## src/rtl/core/mlcd_pkg.sv

```systemverilog
package mlcd_pkg;

	localparam int FrameBytesDef = 1024;
	localparam int RowColumnsDef = 128;
	localparam int PageCountDef = 8;

	localparam logic [7:0] CMD_COLUMN = 8'h40;
	localparam logic [7:0] CMD_PAGE = 8'hB8;
	localparam logic [7:0] CMD_DISPLAY_ON = 8'h3F;

	typedef enum logic [2:0] {
		REQ_SET_PIXEL = 3'd0,
		REQ_READ_PIXEL = 3'd1,
		REQ_FILL = 3'd2,
		REQ_INVERT = 3'd3,
		REQ_REFRESH = 3'd4,
		REQ_POLL = 3'd5,
		REQ_NOP6 = 3'd6,
		REQ_NOP7 = 3'd7
	} req_t;

	typedef struct packed {
		req_t req;
		logic [6:0] pixel_x;
		logic [5:0] pixel_y;
		logic [7:0] write_value;
		logic [2:0] page_row;
	} cmd_t;

	typedef struct packed {
		logic bus_valid;
		logic to_right;
		logic is_data;
		logic [7:0] bus_byte;
		logic frame_last;
		logic pixel_bit;
		logic was_dirty;
	} res_t;

	typedef enum logic [2:0] {
		ST_IDLE,
		ST_READ,
		ST_MODIFY,
		ST_SWEEP_RD,
		ST_SWEEP_WR,
		ST_CLEAR,
		ST_RESULT
	} bstate_t;

endpackage

```

## src/rtl/core/mlcd_front.sv

```systemverilog
module mlcd_front (
	input logic clk,
	input logic arst_n,
	input logic push,
	output logic full,
	input logic [2:0] req_type,
	input logic [6:0] pixel_x,
	input logic [5:0] pixel_y,
	input logic [7:0] write_value,
	input logic [2:0] page_row,
	output logic cmd_valid,
	output mlcd_pkg::cmd_t cmd,
	input logic cmd_take
);
	import mlcd_pkg::*;

	cmd_t q_q [2];
	logic [1:0] cnt_q;
	logic wp_q, rp_q;
	logic do_push, do_pop;

	assign full = cnt_q == 2'd2;
	assign do_push = push && !full;
	assign do_pop = cmd_take && cnt_q != 2'd0;
	assign cmd_valid = cnt_q != 2'd0;
	assign cmd = q_q[rp_q];

	always_ff @(posedge clk) begin
		if (do_push) begin
			q_q[wp_q] <= '{req: req_t'(req_type), pixel_x: pixel_x, pixel_y: pixel_y,
				write_value: write_value, page_row: page_row};
		end
	end

	always_ff @(posedge clk or negedge arst_n) begin
		if (!arst_n) begin
			cnt_q <= '0;
			wp_q <= 1'b0;
			rp_q <= 1'b0;
		end else begin
			if (do_push) wp_q <= !wp_q;
			if (do_pop) rp_q <= !rp_q;
			cnt_q <= cnt_q + {1'b0, do_push} - {1'b0, do_pop};
		end
	end

endmodule

```

## config.mk

```make
export PLATFORM = sky130hd
export DESIGN_NAME = mlcd_front
export DESIGN_NICKNAME = d
export VERILOG_FILES = /design/src/rtl/core/mlcd_pkg.sv /design/src/rtl/core/mlcd_front.sv
export SDC_FILE = /design/constraint.sdc
export NUM_CORES = 1
export LEC_CHECK = 0
export ABC_AREA = 1
export BUFFER_PORTS_ARGS = -buffer_cell sky130_fd_sc_hd__buf_2
export CAP_MARGIN = 20
export CORE_UTILIZATION = 40
export CTS_CLUSTER_SIZE = 24
export DETAILED_ROUTE_END_ITERATION = 7
export PLACE_DENSITY = 0.66
export SETUP_SLACK_MARGIN = 0.4
export SLEW_MARGIN = 20
export SYNTH_ARGS = -nofsm -noshare
export SYNTH_HDL_FRONTEND = slang
export SYNTH_SLANG_ARGS = --single-unit
```

## constraint.sdc

```tcl
create_clock -name clk -period 4.95 [get_ports clk]
set_clock_uncertainty 0.05 [all_clocks]
set_input_delay 0.495 -clock clk [delete_from_list [all_inputs] [get_ports clk]]
set_output_delay 0.495 -clock clk [all_outputs]
set_load 0.01 [all_outputs]
```

==> results.cfg, run 1 <==
[worst_setup_path]
worst_ep_required_time_ps = 4410
ff2ff_setup_slack_ps = 3090
reg2reg_depth = 3
arrival_ps = 2140
worstSetupPathType = flip-flop to primary output
startpoint_type = flip-flop
critPathMaxFanout = 29
endpoint_kind = primary output

[timing]
drv_slew = 0
worst_slew_pin_slew_ps = 943
timing.hold.ws_ps = 308
setup_viol = 0
hold_viol_final = 0
fin_crit_ps = 2690
maxSlewHeadroom_pct = 37.1
max_freq_mhz = 372
rsz0062_at_grt = no
fin_tns_setup_ps = 0
fin_crit_sh_pct = 54.3

[synth]
synthXorXnorAreaFrac_pct = 0
muxShareOfSynthArea_pct = 0
synth_simple_gate_area_share_pct = 16.8
synthAdderAreaFrac_pct = 1.13
synth.distinct_cells = 9
synth.most_common_cell = nand2_1
yosysWarnings = 0
synth_area_leaders = edfxtp_1 (73%), nand2_1 (16%), dfrtp_1 (4.5%)
seq_area_frac_synth_pct = 77.8
yosys-top-cells-count = nand2_1 (94), edfxtp_1 (54), inv_1 (9)
synth_edf_count = 54
synth_top_family_by_area = simple AND/OR/NAND/NOR gates
synth-async-reset-ratio_pct = 6.90
synth_fp_nets = 206
ys_ff_latch = 58
syn-cell-area_mm2 = 0.00221
synth_top_area_share_pct = 73.3
synth_top_flop_cell = edfxtp_1
yosys.area.top_type = edfxtp_1
synth_compound_gate_area_share_pct = 0
netlist_instances = 173
synth.avg_cell_area_um2 = 12.8

[drt]
antenna_left = 0
dr_wl_met3_um = 235
drt-total-wl_um = 3840
dr.pass1.iters = 4
top_layer = met4
wl_met2_um = 1930
wl_per_cell_um = 12.2
via_per_inst = 4.43
wl_met1_um = 1610
drc = 0
drt_iter0_drc = 61
vias = 1396

[placed_design]
hpwl_um = 2380
placed_area_mm2 = 0.00257
port_buffers = 59
place.gp.congestion = 0.672

[layout]
fin_nets = 273
layout-drive-gt1-share_pct = 29.8
syn_to_final_growth_pct = 23.7
antenna_cells = 0
stdcell_area_mm2 = 0.00274
num-fill-cells = 469

[floorplan]
rows = 26
core-area_mm2 = 0.00520
chipWidth_um = 76.4
die_area_mm2 = 0.00583
start_util_pct = 42.5
die_y_um = 76.4
io_pins = 60

[clock_network]
cts_root_buf = clkbuf_8
numCtsBuffers = 9
cts_tree = built
cts.sinks = 58
htree_num_levels = 3
cts_buffer_depth = 2
insertion_delay_ps = 320
cts_setup_buffers = 0
clk_pin_slew_ps = 60

[grt]
grtUsageTotal_pct = 14.5
grt_antenna_before_repair = 0
grt_pass1_vias = 1361
grt_pass1_wl_um = 6070
grt_overflow = 0
grt_max_degree = 30

[pwr]
p_total_mw = 1.57
ir_worst_vdd_mv = 0.281
p_leak_nw = 1.24
p_per_area_mw_per_mm2 = 573

[min_path]
worstHoldPathCells = 1
min_path_type = input pin to flip-flop

[run]
maxCapViolCount = 0

[status]
status = finished, final reports clean
## final timing paths
path / start / endpoint
setup / recovery: rp_q / cmd[8]
hold / removal: write_value[1] / q_q[0][4]
setup reg to reg: rp_q / rp_q
hold reg to reg: wp_q / wp_q
max in group asynchronous: arst_n / cnt_q[0]
min in group asynchronous: arst_n / wp_q
## final cells by class
class	instances	area (um2)	share of cell area, %
well taps	70	87.6	3.20
repair buffers	61	333	12.2
clock inverters	5	21.3	0.777
multi-input cells	100	404	14.8
flip-flops and latches	58	1720	62.9
clock buffers	11	131	4.80
inverters	10	37.5	1.37
## kinds of logic after synthesis
logic type,count (synthesis)
buf+inv,15
flops,58
simple gates,98
fa+ha+maj,2
## per-stage QoR
stage	instances	util [%]	setup slack, ps
finish	315	52.6	2260
global route	315	52.6	2050
CTS	315	52.6	2180
detailed placement	298	49.4	2550
global placement	297	48.9	2580
floorplan	173	-	2760
## worst max-delay path: stages, from the launching register on
cell and delay, ps:
dfrtp_1 960, inv_2 470, nand2_1 160, nand2_1 80, buf_2 140
## metal layers
layer,up-vias,track usage [%]
met5,-,0
met4,0,9.62
met3,7,5.99
met2,42,24.0
met1,644,15.2
li1,703,-
## flip-flops by register name (all words and copies together), names as in the netlist
signal and cells:
cnt_q 2, q_q 54, rp_q 1, wp_q 1
## power breakdown
part / switching, mW / internal, mW
clock network: 0.164 / 0.175
logic: 0.314 / 0.181
registers: 0.0625 / 0.672
total: 0.541 / 1.03
## layout by cell type (no fill, tap or decap)
cell type,n
buf_2,59
inv_2,1
nor2_4,1
dfrtp_1,4
nand2_1,94
nand3_1,3
dlygate4sd3_1,1
clkinv_1,3
clkinv_2,2
inv_1,9
clkbuf_8,9
ha_1,2
edfxtp_1,54
buf_16,1
clkbuf_1,2
## timing repair
action,CTS,global route
resized for setup,0,0
hold buffers,1,0
endpoints found under the hold margin,4,0
Note: power is estimated with default switching activity, not from simulation.
==> run 2: changes to the inputs <==
--- a/config.mk
+++ b/config.mk
@@ -5,13 +5,13 @@
 export SDC_FILE = /design/constraint.sdc
 export NUM_CORES = 1
 export LEC_CHECK = 0
-export ABC_AREA = 1
+export ABC_AREA = 0
 export BUFFER_PORTS_ARGS = -buffer_cell sky130_fd_sc_hd__buf_2
 export CAP_MARGIN = 20
 export CORE_UTILIZATION = 40
 export CTS_CLUSTER_SIZE = 24
 export DETAILED_ROUTE_END_ITERATION = 7
-export PLACE_DENSITY = 0.66
+export PLACE_DENSITY = 0.68
 export SETUP_SLACK_MARGIN = 0.4
 export SLEW_MARGIN = 20
 export SYNTH_ARGS = -nofsm -noshare
==> constraint.sdc (replaced) <==
create_clock -name clk -period 2.43 [get_ports clk]
set_clock_uncertainty 0.05 [all_clocks]
set_input_delay 0.243 -clock clk [delete_from_list [all_inputs] [get_ports clk]]
set_output_delay 0.243 -clock clk [all_outputs]
set_load 0.01 [all_outputs]
==> results.cfg, run 2 <==
[synth]
synth-async-reset-ratio_pct = 6.90
synth_fp_nets = 135
synth.avg_cell_area_um2 = 21.9
syn-cell-area_mm2 = 0.00224
synth_top_family_by_area = multiplexers
yosys-top-cells-count = edfxtp_1 (54), mux2_4 (19), mux2_2 (8)
netlist_instances = 102
synthXorXnorAreaFrac_pct = 1.57
synth.distinct_cells = 15
seq_area_frac_synth_pct = 77.0
synth_edf_count = 54
synth_top_flop_cell = edfxtp_1
yosysWarnings = 0
synthAdderAreaFrac_pct = 1.12
muxShareOfSynthArea_pct = 16.8
synth_top_area_share_pct = 72.5
synth_simple_gate_area_share_pct = 1.68
synth_area_leaders = edfxtp_1 (73%), mux2_4 (13%), dfrtp_1 (4.5%)
synth_compound_gate_area_share_pct = 0
ys_ff_latch = 58
yosys.area.top_type = edfxtp_1
synth.most_common_cell = edfxtp_1

[run]
maxCapViolCount = 0

[drt]
drt-total-wl_um = 3550
wl_per_cell_um = 14.3
vias = 1138
antenna_left = 0
drc = 0
via_per_inst = 4.59
dr.pass1.iters = 3
drt_iter0_drc = 56

[clock_network]
htree_num_levels = 3
cts_setup_buffers = 0
insertion_delay_ps = 320
ctsResizeCount = 0
cts.sinks = 58
cts_tree = built
cts_buffer_depth = 2
clk_pin_slew_ps = 60
cts_root_buf = clkbuf_8
numCtsBuffers = 9

[timing]
worst_slew_pin_slew_ps = 443
setup_viol = 0
fin_tns_setup_ps = 0
drv_slew = 0
fin_crit_ps = 1910
max_freq_mhz = 523
rsz0062_at_grt = no
fin_crit_sh_pct = 78.7
maxSlewHeadroom_pct = 70.4
timing.hold.ws_ps = 56.4
hold_viol_final = 0

[worst_setup_path]
worstSetupPathType = flip-flop to primary output
slowest_stage = dfrtp_1
arrival_ps = 1620
slowest_delay_ps = 530
path_buf_inv = 2
crit_family = flip-flops
endpoint_kind = primary output
worst_ep_required_time_ps = 2140
startpoint_type = flip-flop
crit_chain = buf_12 > mux2_2 > buf_2
critPathMaxFanout = 24

[pwr]
p_sw_uw = 960
p_leak_nw = 1.14
ir_worst_vdd_mv = 0.623
p_comb_share_pct = 34.5
p_per_area_mw_per_mm2 = 1170
swShare_pct = 29.1
p_clk_share_pct = 20.9
p_seq_share_pct = 44.5
p_int_mw = 2.34

[grt]
grt_max_degree = 25
grt_pass1_wl_um = 5510
grt_overflow = 0
grtUsageTotal_pct = 13.3
grt_pass1_vias = 1152
grt_antenna_before_repair = 0

[layout]
largest_register = q_q
final_common_cell = buf_2
mostFrequentLayoutCells = buf_2 (59), edfxtp_1 (54), mux2_4 (19), clkbuf_8 (9), mux2_2 (8)
fin_nets = 206
top_regs = q_q (54), cnt_q (2)
largest_reg_flops = 54
antenna_cells = 0
layout-drive-gt1-share_pct = 57.9
num-fill-cells = 460
multi_input_area_um2 = 475
register_area_mm2 = 0.00172
syn_to_final_growth_pct = 25.7

[floorplan]
die_y_um = 76.8
io_pins = 60
rows = 26
die_area_mm2 = 0.00589
core-area_mm2 = 0.00524
chipWidth_um = 76.8
start_util_pct = 42.7

[status]
status = finished, final reports clean

[placed_design]
port_buffers = 59
place.gp.congestion = 0.687
hpwl_um = 2420

[min_path]
min_path_type = input pin to flip-flop
-- run 2: timing repair --
item,in CTS,in global routing
endpoints found under the setup margin,0,0
hold endpoints to repair,4,0
hold buffers,1,0
-- run 2: logic make-up after synthesis --
logic type,Yosys count
mux,27
fa+ha+maj,2
simple gates,6
xor+xnor,4
flops,58
buf+inv,5
-- run 2: routing by layer --
| metal | track usage (%) | part of all wire, % |
|---|---|---|
| met5 | 0 | 0 |
| met4 | 8.08 | 2.1 |
| met3 | 5.48 | 5.6 |
| met2 | 22.0 | 53 |
| met1 | 14.1 | 40 |
-- run 2: area by class of cell --
cell class,instances,area share [%]
flip-flops and latches,58,61.3
multi-input cells,39,16.9
repair buffers,63,13.0
clock buffers,11,4.67
well taps,70,3.12
clock inverters,5,0.757
inverters,2,0.267
-- run 2: path summary, 6_finish.rpt --
path / from / endpoint / slack (ps) / cells after the start
min reg2reg: wp_q / wp_q / 470 / 1
min in group asynchronous: arst_n / cnt_q[1] / 220 / 2
max reg2reg: cnt_q[1] / cnt_q[1] / 620 / 7
min: pixel_x[6] / q_q[0][23] / 60 / 1
max: rp_q / cmd[5] / 520 / 3
max in group asynchronous: arst_n / rp_q / 1990 / 2
-- run 2: stage by stage --
step	power (mW)	utilization [%]	setup WS, ps	cells	instance area [um2]
after floorplan	2.26	-	666	102	2240
after global placement	2.60	50.5	747	231	2650
after detailed placement	2.65	50.5	625	231	2650
after CTS	3.35	53.7	488	248	2810
after global routing	3.48	53.7	432	248	2810
final	3.30	53.7	516	248	2810
-- run 2: power by group through the flow --
| stage | registers, mW | logic [mW] | clock network (mW) |
|---|---|---|---|
| global route | 1.49 | 1.23 | 0.765 |
| floorplan | 1.45 | 0.810 | 0 |
| global placement | 1.47 | 1.13 | 0 |
| CTS | 1.47 | 1.17 | 0.714 |
| finish | 1.47 | 1.14 | 0.689 |
| detailed placement | 1.49 | 1.16 | 0 |
